--- config.mk ---
export PLATFORM = sky130hd
export DESIGN_NAME = eth_retransmit_and_rx_dispatch
export DESIGN_NICKNAME = d
export VERILOG_FILES = /design/src/design/erd_pkg.sv /design/src/design/eth_retransmit_and_rx_dispatch.sv /design/src/design/erd_step.sv
export SDC_FILE = /design/constraint.sdc
export NUM_CORES = 1
export LEC_CHECK = 0
export ABC_AREA = 1
export BUFFER_PORTS_ARGS = -buffer_cell sky130_fd_sc_hd__buf_2
export CAP_MARGIN = 20
export CELL_PAD_IN_SITES_DETAIL_PLACEMENT = 0
export CELL_PAD_IN_SITES_GLOBAL_PLACEMENT = 1
export CORE_MARGIN = 4
export CORE_UTILIZATION = 45
export DETAILED_ROUTE_END_ITERATION = 16
export GPL_ROUTABILITY_DRIVEN = 0
export PLACE_DENSITY = 0.87
export SLEW_MARGIN = 20
export SYNTH_ARGS = -nofsm -noshare
export SYNTH_HDL_FRONTEND = slang
export SYNTH_SLANG_ARGS = --single-unit
--- constraint.sdc ---
create_clock -name clk -period 3.45 [get_ports clk]
set_input_delay 0.69 -clock clk [delete_from_list [all_inputs] [get_ports clk]]
set_output_delay 0.69 -clock clk [all_outputs]
set_load 0.05 [all_outputs]
--- src/design/erd_pkg.sv ---
`timescale 1ns / 1ps
// ----------------------------------------------------------------------------
// erd_pkg: shared types and constants
// Request and result formats, configuration and state records, codes and
// reset values for the retransmission timer and receive dispatch block.
// ----------------------------------------------------------------------------
package erd_pkg;

	localparam int ADDR_W   = 13;
	localparam int LEN_W    = 11;
	localparam int MAC_W    = 48;
	localparam int TYPE_W   = 16;
	localparam int TICK_W   = 16;
	localparam int TMO_W    = 17;
	localparam int JIT_W    = 5;
	localparam int CFG_IDX_W = 3;
	localparam int CFG_DATA_W = 48;

	localparam logic [1:0] KIND_TICK = 2'd0;
	localparam logic [1:0] KIND_SEND = 2'd1;
	localparam logic [1:0] KIND_RECV = 2'd2;

	localparam logic [2:0] ACT_NONE     = 3'd0;
	localparam logic [2:0] ACT_TRANSMIT = 3'd1;
	localparam logic [2:0] ACT_IP       = 3'd2;
	localparam logic [2:0] ACT_ARP      = 3'd3;
	localparam logic [2:0] ACT_DROP     = 3'd4;

	localparam logic [1:0] FATAL_NONE    = 2'd0;
	localparam logic [1:0] FATAL_NO_ACK  = 2'd1;
	localparam logic [1:0] FATAL_RX_PTR  = 2'd2;

	localparam logic [CFG_IDX_W-1:0] REG_LOCAL_MAC    = 3'd0;
	localparam logic [CFG_IDX_W-1:0] REG_TIMEOUT_MIN  = 3'd1;
	localparam logic [CFG_IDX_W-1:0] REG_TIMEOUT_MAX  = 3'd2;
	localparam logic [CFG_IDX_W-1:0] REG_PRIO_START   = 3'd3;
	localparam logic [CFG_IDX_W-1:0] REG_OPT_START    = 3'd4;
	localparam logic [CFG_IDX_W-1:0] REG_RX_END       = 3'd5;

	localparam logic [TYPE_W-1:0] TYPE_IP  = 16'h0800;
	localparam logic [TYPE_W-1:0] TYPE_ARP = 16'h0806;

	localparam int ETH_HDR_BYTES = 14;
	localparam int ETH_CRC_BYTES = 4;
	localparam logic [TMO_W-1:0] TIMEOUT_CAP = 17'd131071;
	localparam logic [TICK_W-1:0] TICK_SAT = 16'hFFFF;

	localparam logic [MAC_W-1:0]  RST_LOCAL_MAC   = '0;
	localparam logic [TICK_W-1:0] RST_TIMEOUT_MIN = 16'd150;
	localparam logic [TICK_W-1:0] RST_TIMEOUT_MAX = 16'd1200;
	localparam logic [ADDR_W-1:0] RST_PRIO_START  = 13'h1000;
	localparam logic [ADDR_W-1:0] RST_OPT_START   = 13'd5618;
	localparam logic [ADDR_W-1:0] RST_RX_END      = 13'h0FFF;

	typedef struct packed {
		logic [1:0]        kind;
		logic [LEN_W-1:0]  payload_length;
		logic              priority_req;
		logic [ADDR_W-1:0] nxt_frame_ptr;
		logic [LEN_W-1:0]  frame_bytes;
		logic [MAC_W-1:0]  src_mac;
		logic [TYPE_W-1:0] ethertype;
		logic [JIT_W-1:0]  jitter;
	} req_t;

	typedef struct packed {
		logic [2:0]        action;
		logic [ADDR_W-1:0] tx_start;
		logic [ADDR_W-1:0] tx_end;
		logic [LEN_W-1:0]  delivered_length;
		logic [ADDR_W-1:0] header_address;
		logic [ADDR_W-1:0] read_pointer;
		logic [1:0]        fatal;
	} res_t;

	typedef struct packed {
		logic [MAC_W-1:0]  local_mac;
		logic [TICK_W-1:0] timeout_min;
		logic [TICK_W-1:0] timeout_max;
		logic [ADDR_W-1:0] priority_buf_start;
		logic [ADDR_W-1:0] optional_buf_start;
		logic [ADDR_W-1:0] rx_buf_end;
	} cfg_t;

	typedef struct packed {
		logic [TICK_W-1:0] ack_ticks;
		logic [TMO_W-1:0]  current_timeout;
		logic [ADDR_W-1:0] pending_end;
		logic              pending_valid;
		logic [ADDR_W-1:0] next_header;
	} state_t;

endpackage

--- src/design/eth_retransmit_and_rx_dispatch.sv ---
`timescale 1ns / 1ps
// ----------------------------------------------------------------------------
// eth_retransmit_and_rx_dispatch: retransmission timer and receive dispatch
// Backoff retransmit timer for priority frames and ethertype dispatch with
// receive pointer checks for incoming frame headers.
// ----------------------------------------------------------------------------
// Each request (tick, send or received header) yields exactly one result.
// A request is taken into an input register, evaluated in one pass against
// the timer and pointer state, and its result lands in an output register:
// the result becomes valid when it moves from the input register into the
// output register, which waits while a held result is not yet taken, and
// one request is accepted every cycle while results are taken. Configuration
// writes apply on the clock edge where cfg_wen is high; unused indexes are ignored.
module eth_retransmit_and_rx_dispatch (
	input  logic                              clk,
	input  logic                              arst_n,
	input  logic                              in_valid,
	output logic                              in_ready,
	input  erd_pkg::req_t                     in_data,
	output logic                              out_valid,
	input  logic                              out_ready,
	output erd_pkg::res_t                     out_data,
	input  logic                              cfg_wen,
	input  logic [erd_pkg::CFG_IDX_W-1:0]     cfg_index,
	input  logic [erd_pkg::CFG_DATA_W-1:0]    cfg_wdata
);
	import erd_pkg::*;

	cfg_t   cfg_q;
	state_t state_q;
	state_t state_next;
	req_t   req_s1;
	logic   valid_s1;
	res_t   res_next;
	res_t   res_s2;
	logic   valid_s2;
	logic   adv_s1;

	assign adv_s1    = valid_s1 && (!valid_s2 || out_ready);
	assign in_ready  = !valid_s1 || adv_s1;
	assign out_valid = valid_s2;
	assign out_data  = res_s2;

	erd_step u_step (
		.req     (req_s1),
		.cfg     (cfg_q),
		.st      (state_q),
		.st_next (state_next),
		.res     (res_next)
	);

	always_ff @(posedge clk or negedge arst_n) begin
		if (!arst_n) begin
			cfg_q.local_mac          <= RST_LOCAL_MAC;
			cfg_q.timeout_min        <= RST_TIMEOUT_MIN;
			cfg_q.timeout_max        <= RST_TIMEOUT_MAX;
			cfg_q.priority_buf_start <= RST_PRIO_START;
			cfg_q.optional_buf_start <= RST_OPT_START;
			cfg_q.rx_buf_end         <= RST_RX_END;
		end else if (cfg_wen) begin
			unique case (cfg_index)
				REG_LOCAL_MAC:   cfg_q.local_mac          <= cfg_wdata;
				REG_TIMEOUT_MIN: cfg_q.timeout_min        <= cfg_wdata[TICK_W-1:0];
				REG_TIMEOUT_MAX: cfg_q.timeout_max        <= cfg_wdata[TICK_W-1:0];
				REG_PRIO_START:  cfg_q.priority_buf_start <= cfg_wdata[ADDR_W-1:0];
				REG_OPT_START:   cfg_q.optional_buf_start <= cfg_wdata[ADDR_W-1:0];
				REG_RX_END:      cfg_q.rx_buf_end         <= cfg_wdata[ADDR_W-1:0];
				default: ;
			endcase
		end
	end

	always_ff @(posedge clk or negedge arst_n) begin
		if (!arst_n) begin
			state_q.ack_ticks       <= '0;
			state_q.current_timeout <= {1'b0, RST_TIMEOUT_MIN};
			state_q.pending_end     <= '0;
			state_q.pending_valid   <= 1'b0;
			state_q.next_header     <= '0;
		end else if (adv_s1) begin
			state_q <= state_next;
		end
	end

	always_ff @(posedge clk or negedge arst_n) begin
		if (!arst_n) begin
			valid_s1 <= 1'b0;
			valid_s2 <= 1'b0;
		end else begin
			if (in_ready) begin
				valid_s1 <= in_valid;
			end
			if (adv_s1) begin
				valid_s2 <= 1'b1;
			end else if (out_ready) begin
				valid_s2 <= 1'b0;
			end
		end
	end

	always_ff @(posedge clk) begin
		if (in_valid && in_ready) begin
			req_s1 <= in_data;
		end
		if (adv_s1) begin
			res_s2 <= res_next;
		end
	end

endmodule

--- src/design/erd_step.sv ---
`timescale 1ns / 1ps
// ----------------------------------------------------------------------------
// erd_step: single-request evaluation
// Combinational next state and result for one tick, send or receive request.
// ----------------------------------------------------------------------------
module erd_step (
	input  erd_pkg::req_t   req,
	input  erd_pkg::cfg_t   cfg,
	input  erd_pkg::state_t st,
	output erd_pkg::state_t st_next,
	output erd_pkg::res_t   res
);
	import erd_pkg::*;

	logic [TICK_W-1:0] ticks_inc;
	logic              expired;
	logic [TMO_W:0]    backoff;
	logic [ADDR_W-1:0] base;
	logic [ADDR_W-1:0] frame_end;

	assign ticks_inc = (st.ack_ticks < TICK_SAT) ? st.ack_ticks + 16'd1 : st.ack_ticks;
	assign expired   = {1'b0, ticks_inc} >= st.current_timeout;
	assign backoff   = {st.current_timeout, 1'b0} + (TMO_W+1)'(req.jitter);
	assign base      = req.priority_req ? cfg.priority_buf_start : cfg.optional_buf_start;
	assign frame_end = base + ADDR_W'(ETH_HDR_BYTES) + ADDR_W'(req.payload_length);

	always_comb begin
		st_next = st;
		res     = '0;
		unique case (req.kind)
			KIND_TICK: begin
				st_next.ack_ticks = ticks_inc;
				if (expired) begin
					st_next.ack_ticks = '0;
					if (st.pending_valid) begin
						if (st.current_timeout >= {1'b0, cfg.timeout_max}) begin
							res.fatal = FATAL_NO_ACK;
						end else begin
							st_next.current_timeout = (backoff > {1'b0, TIMEOUT_CAP})
								? TIMEOUT_CAP : backoff[TMO_W-1:0];
							res.action   = ACT_TRANSMIT;
							res.tx_start = cfg.priority_buf_start;
							res.tx_end   = st.pending_end;
						end
					end
				end
			end
			KIND_SEND: begin
				if (req.priority_req) begin
					st_next.pending_end     = frame_end;
					st_next.pending_valid   = 1'b1;
					st_next.ack_ticks       = '0;
					st_next.current_timeout = {1'b0, cfg.timeout_min};
				end
				res.action   = ACT_TRANSMIT;
				res.tx_start = base;
				res.tx_end   = frame_end;
			end
			KIND_RECV: begin
				res.header_address  = st.next_header;
				st_next.next_header = req.nxt_frame_ptr;
				res.delivered_length =
					(req.frame_bytes > LEN_W'(ETH_HDR_BYTES + ETH_CRC_BYTES))
					? req.frame_bytes - LEN_W'(ETH_HDR_BYTES + ETH_CRC_BYTES) : '0;
				priority if (req.src_mac == cfg.local_mac) res.action = ACT_DROP;
				else if (req.ethertype == TYPE_IP)        res.action = ACT_IP;
				else if (req.ethertype == TYPE_ARP)       res.action = ACT_ARP;
				else                                      res.action = ACT_DROP;
				if (req.nxt_frame_ptr > cfg.rx_buf_end) begin
					res.fatal = FATAL_RX_PTR;
				end
				res.read_pointer = (req.nxt_frame_ptr == '0) ? cfg.rx_buf_end
					: req.nxt_frame_ptr - 13'd1;
			end
			default: begin
				st_next = st;
				res     = '0;
			end
		endcase
	end

endmodule
### Yosys cells after proc, flatten, opt, wreduce, memory -nomap -nowiden

Cells that the tools add are included.

* bits in registers: 356
* input port bits: 163
* output and inout port bits: 70
* logic and storage cells: 100

* add/subtract/negate cells: 6
* magnitude comparators: 6
* equal/unequal tests: 14
* mux-type cells: 24
* reductions and logical operators: 22

Operators by type and width (number)
* 33-bit one-hot mux with 2 select lines: 1
* 27-bit 2-to-1 mux: 2
* 26-bit one-hot mux with 2 select lines: 1
* 17-bit 2-to-1 mux: 3
* 48-bit equality test: 1
* 47-bit 2-to-1 mux: 1
* 33-bit 2-to-1 mux: 1
* 16-bit by 12-bit equality test with 1-bit output, second input constant: 2
* 29-bit 2-to-1 mux: 1
* 13-bit 2-to-1 mux: 2
* 18-bit by 5-bit adder with 18-bit output: 1
* 18-bit by 17-bit > comparator with 1-bit output, second input constant: 1
* 16-bit by 17-bit >= comparator with 1-bit output: 1
* 17-bit by 16-bit >= comparator with 1-bit output: 1
* 16-bit by 1-bit adder with 16-bit output, second input constant: 1
* 16-bit < comparator, second input constant: 1
* 16-bit 2-to-1 mux: 1
* 2-bit AND reduction: 8
* 13-bit by 11-bit adder with 13-bit output: 1
* 13-bit by 4-bit adder with 13-bit output, second input constant: 1
* 13-bit > comparator: 1
* 13-bit logical NOT: 1
* 13-bit by 1-bit subtractor with 13-bit output, second input constant: 1
* 11-bit by 5-bit > comparator with 1-bit output, second input constant: 1
* other kinds (21): 36

### Logic depth before layout (Yosys ltp)

* word-level depth: 7
* mapped depth: 23
* gate-level depth less buffers: 22

### Modules after synthesis

Synthesis repeated with hierarchy kept, for this count alone.

* cell total of the unflattened synthesis: 2042
* area total of the unflattened synthesis: 18237.5 um2

By module, submodules not included
* eth_retransmit_and_rx_dispatch: times used 1, cells each 973, area an instance 12454.4 um2, sequential area each 9825.7 um2
* erd_step: times used 1, cells each 1069, area an instance 5783.0 um2, sequential area each 0.0 um2

### Worst setup path after synthesis

OpenSTA, ideal clock, no wires.

* path type: input -> register
* from: in out_ready
* to: reg req_s1[0] (netlist bit) (enable)
* setup time: 0.460 ns
* arrival time: 3.356 ns
* data required time: 2.990 ns
* slack: -0.366 ns
* cell stages on the path: 4
* buffers on the path: 0
* cell sequence: inv_1 -> nand3_1 -> nand2_1 -> inv_1

* word-level cells in the longest chain between the ends: 4

Ends and longest elaborated chain
* start: declaration: RTL line eth_retransmit_and_rx_dispatch.sv:21 `input logic out_ready,`
* 1-bit logical OR: RTL line eth_retransmit_and_rx_dispatch.sv:39 `assign adv_s1 = valid_s1 && (!valid_s2 || out_ready);`
* 1-bit logical AND: RTL line eth_retransmit_and_rx_dispatch.sv:39
* 1-bit logical OR: RTL line eth_retransmit_and_rx_dispatch.sv:40 `assign in_ready = !valid_s1 || adv_s1;`
* via in_ready: RTL line eth_retransmit_and_rx_dispatch.sv:18 `output logic in_ready,`
* 1-bit logical AND: RTL line eth_retransmit_and_rx_dispatch.sv:102 `if (in_valid && in_ready) begin`
* end signal: assignment: RTL line eth_retransmit_and_rx_dispatch.sv:103 `req_s1 <= in_data;`
* end: declaration: RTL line eth_retransmit_and_rx_dispatch.sv:32 `req_t req_s1;`

The timed path passes the listed nets, and every way through them passes these cells.
A chain may end at the register's enable or synchronous reset.

==> results by stage <==
Synth:
- The flop and latch count out of synthesis is approximately 360.
- Synthesis handed over a netlist of 1,761 instances.
- The number of distinct library cell variants in the gate-level netlist after synthesis is 49.
- The average size of a mapped cell is 9.674 um2.
- The cell accounting for the most synthesized area is edfxtp_1.
- The proportion of netlist area held by the largest area contributor is 30.85%.
- The share of synthesized registers carrying an async set or reset is 50.84%.
- The sequential area share after synthesis is between 50% and 60%.
- nand2_1 is the most common cell in the netlist.
- In the synthesized netlist the dominant register cell turns out to be edfxtp_1.
- The number of enable flip-flop cells after synthesis is roughly 180.
- The synthesized net count is 2,000.
- Sorting the synthesized cells by how often they occur yields nand2_1, inv_1, edfxtp_1.
- Sorting the synthesized cells by area gives the leading types as edfxtp_1, dfrtp_1, nand2_1.
- The Yosys warning count is 0.
- The mapped netlist covers 0.01704 mm2.

Die:
- The floorplan step defined a die boundary enclosing ~0.04 mm2.
- The initial utilization of the core area, before any placement, comes to 45.44%.
- The number of placement rows is slightly above 70.
- The core region is 0.03749 mm2.
- The chip height is 202.6 um.
- During I/O placement, the number of pins put on the boundary was 233.
- The die is approximately 200 um wide.

Worst setup path:
- The highest-delay cell along the critical path is nor3_1.
- The origin of the worst setup path is state_q[48].
- The instance count on the critical path is 16.
- The register-to-register setup slack is between 0.3 and 0.4 ns.
- The path type of the worst setup path is register to register.
- The number of cells on the worst reg-to-reg path is 16.
- For this run, the slowest stage of the critical path takes 0.38 ns.
- The element type at the critical path end is a register.
- In this run the worst path has a maximum fanout of 10.
- Data on the critical path is required at its endpoint by 3.84 ns.
- The kind of cell adding the most delay to the critical path is simple AND/OR/NAND/NOR gates.
- In this run the critical register-to-register path is launched from state_q[48].
- The arrival time at the worst endpoint is around 3.5 ns.
- The kind of start point of the critical path is a register.
- Walking the worst path, the cells encountered are nand2_1, nor2_1, nand3_1, nor3_1, o21ai_0, ha_1, nand2_1, nor2_1, nand3_1, nor3_1, nor2_1, nand2_2, nand2_1, nor2_4, nand2_1, o21ai_0.
- Among the stages of the critical path, the cell type that occurs most often is nand2_1.
- Counting both buffers and inverters, the worst setup path holds a total of 0.

Run status:
- The run finished with clean final reports.

Route:
- For this run, design rule violations remaining after detail routing come to 0.
- The total via count in the routed design is 12,620.
- The antenna violation net count after detailed routing is 0.
- After the first detailed-routing iteration, the DRC count stood at about 570.
- The mean routed wirelength per cell is 16.12 um.
- The pre-antenna-repair detailed-routing pass consisted of 5 iterations.
- The total length of routed wires is 41,160 um.
- The post-detailed-route via-to-cell ratio is roughly 5.

Power and ir drop:
- The leakage power is around 9.5 nW.
- For this design the ratio of total power to cell area is 710.8 mW/mm2.
- IR analysis of the VDD net gives a maximum drop of 0.4638 mV.

STA:
- The worst path in the final design needs a cycle of approximately 3.1 ns, including I/O delays and setup.
- The minimum setup slack in the final design is 0.3332 ns.
- Static timing analysis puts the maximum clock frequency at 320.8 MHz.
- After layout, the worst path uses between 90% and 100% of the clock period.
- The count of endpoints failing setup in the final report is 0.
- For the pin with the worst max-slew slack, the measured transition is 0.9014 ns.
- The final number of max-transition violations is 0.
- For the final database, setup skew stands at 0.01568 ns.
- In the final timing run, aggregate negative setup slack is 0 ns.
- The hold violation count in the final report was 0.
- The normalized max-slew margin is around two fifths.
- Setup repair after global routing left no endpoint under its margin.

Job:
- The tool flagged a number of max-cap violations equal to 0.

Global route:
- The initial antenna violation count is 8.
- For this run, the total global-route usage over all layers was measured as 19.94%.
- The maximum number of pins on one net before global-route repair is between 60 and 70.
- After global routing the overflow that remains totals 0.
- The wire length of the first global-routing pass is between 60,000 and 70,000 um.
- The via count of the first global-routing pass is 12,710.

CTS:
- The number of CTS-inserted buffers is 39.
- The H-tree was split into 2 levels.
- The master cell of the clock root buffer is clkbuf_16.
- TritonCTS built the clock tree.
- Hold repair after CTS inserted 0 buffers.
- The worst-skew pair later-pin latency is between 0.5 and 0.6 ns.
- The total setup buffers inserted after CTS is 0.
- The maximum root-to-sink buffer count is 3.
- The clock sink count is roughly 360.
- The number of gates given a new drive strength after cts is 0.
- The clock-pin transition on the worst setup and hold timing paths is 0.06 ns.

Placement:
- The post-placement worst setup slack is roughly 0.37 ns.
- The count of buffers added on input and output ports is 232.
- The area after detailed placement is 0.01884 mm2.
- The cell count after placement is between 2,000 and 2,500.
- The HPWL after detailed placement is ~30,000 um.

Min path:
- The min-delay analysis places its worst path in the category primary input to asynchronous set/reset pin.

Layout:
- The area growth from synthesis to layout is 18.28%.
- With fillers left out, the area of the finished cells amounts to 0.02015 mm2.
- The non-filler instance count after layout is 2,554.
- The ratio of cells with drive above 1 in the final layout is 19.94%.
- The total number of nets in the final design is around 2,300.
- Fill cells in the final layout number about 3,400.
placed cells by master, fill, tap and decap left out, types with 6 or more instances in the layout:
master / instances
or2_2: 8
nand2_1: 501
nor3_1: 12
a21oi_1: 43
clkbuf_1: 10
clkbuf_8: 6
mux2_2: 30
a31oi_1: 6
nor4_1: 6
nor2_1: 111
o22ai_1: 7
buf_4: 14
xor2_1: 26
dfstp_2: 33
xnor2_1: 42
clkbuf_16: 39
nand4_1: 14
ha_1: 74
inv_2: 6
o21ai_0: 151
edfxtp_1: 175
nand3_1: 72
inv_1: 198
dfrtp_1: 148
buf_2: 231
final timing paths:
| check | endpoint |
|---|---|
| setup / recovery | out_data[44] |
| hold / removal | state_q[17] |
| setup reg to reg | out_data[44] |
| hold reg to reg | cfg_q[63] |
| max in group asynchronous | cfg_q[10] |
| min in group clk | req_s1[27] |
layout make-up:
cell class | instances | area, um2 | share of cell area (%)
multi-input combinational | 1157 | 6259 | 31.06
inverter | 207 | 782.0 | 3.881
tap | 511 | 639.4 | 3.173
timing repair buffer | 250 | 1344 | 6.669
antenna | 2 | 5.005 | 0.02484
clock inverter | 16 | 200.2 | 0.9935
sequential | 356 | 9826 | 48.76
clock buffer | 55 | 1096 | 5.439
metrics by stage:
| stage | utilization, % | hold WS [ns] | total power [mW] |
|---|---|---|---|
| final | 53.75 | 0.1415 | 14.32 |
| after global routing | 53.74 | 0.1855 | 15.24 |
| after CTS | 53.71 | 0.1605 | 14.44 |
| after detailed placement | 50.25 | 0.4728 | 10.16 |
| after global placement | 50.25 | 0.4659 | 10.05 |
| after floorplan | - | 0.3944 | 8.944 |
worst reg2reg max path, cell delays in order (launching register included):
cell and delay [ns]:
dfrtp_1 0.37, nand2_1 0.10, nor2_1 0.23, nand3_1 0.17, nor3_1 0.38, o21ai_0 0.20, ha_1 0.31, nand2_1 0.09
nor2_1 0.11, nand3_1 0.09, nor3_1 0.15, nor2_1 0.10, nand2_2 0.11, nand2_1 0.10, nor2_4 0.26, nand2_1 0.10
o21ai_0 0.09
per-layer routing:
metal  part of all wire (%)  wire (um)  track usage, %  vias up
li1                       -          -               -     6299
met2                     47      19370           33.10      338
met3                    8.0       3304           6.293       67
met4                    2.0        829           4.995       16
met5                   0.26        108               0        -
met1                     43      17550           25.69     5901
logic make-up after synthesis:
| group | count (synthesis) | share of synthesized area, % |
|---|---|---|
| AOI/OAI and AO/OA | 233 | 7.300 |
| DFF | 356 | 57.67 |
| muxes | 30 | 1.983 |
| xor gates and xnor gates | 68 | 3.496 |
| adders and majority gates | 76 | 5.670 |
| buffers and inverters | 248 | 5.633 |
| and+or+nand+nor | 750 | 18.24 |
where the power goes:
group          total [mW]  leakage [nW]  switching [mW]  internal, mW
Clock                4.23         0.633            1.70          2.53
Combinational        4.16          4.91            2.74          1.42
Sequential           5.93          3.91           0.543          5.39
state kept, by name, summed over array words and instances, names as in the netlist:
name,flops
out_valid,1
valid_s1,1
cfg_q,119
state_q,60
req_s1,107
out_data,68
(Power assumes the default switching activity.)
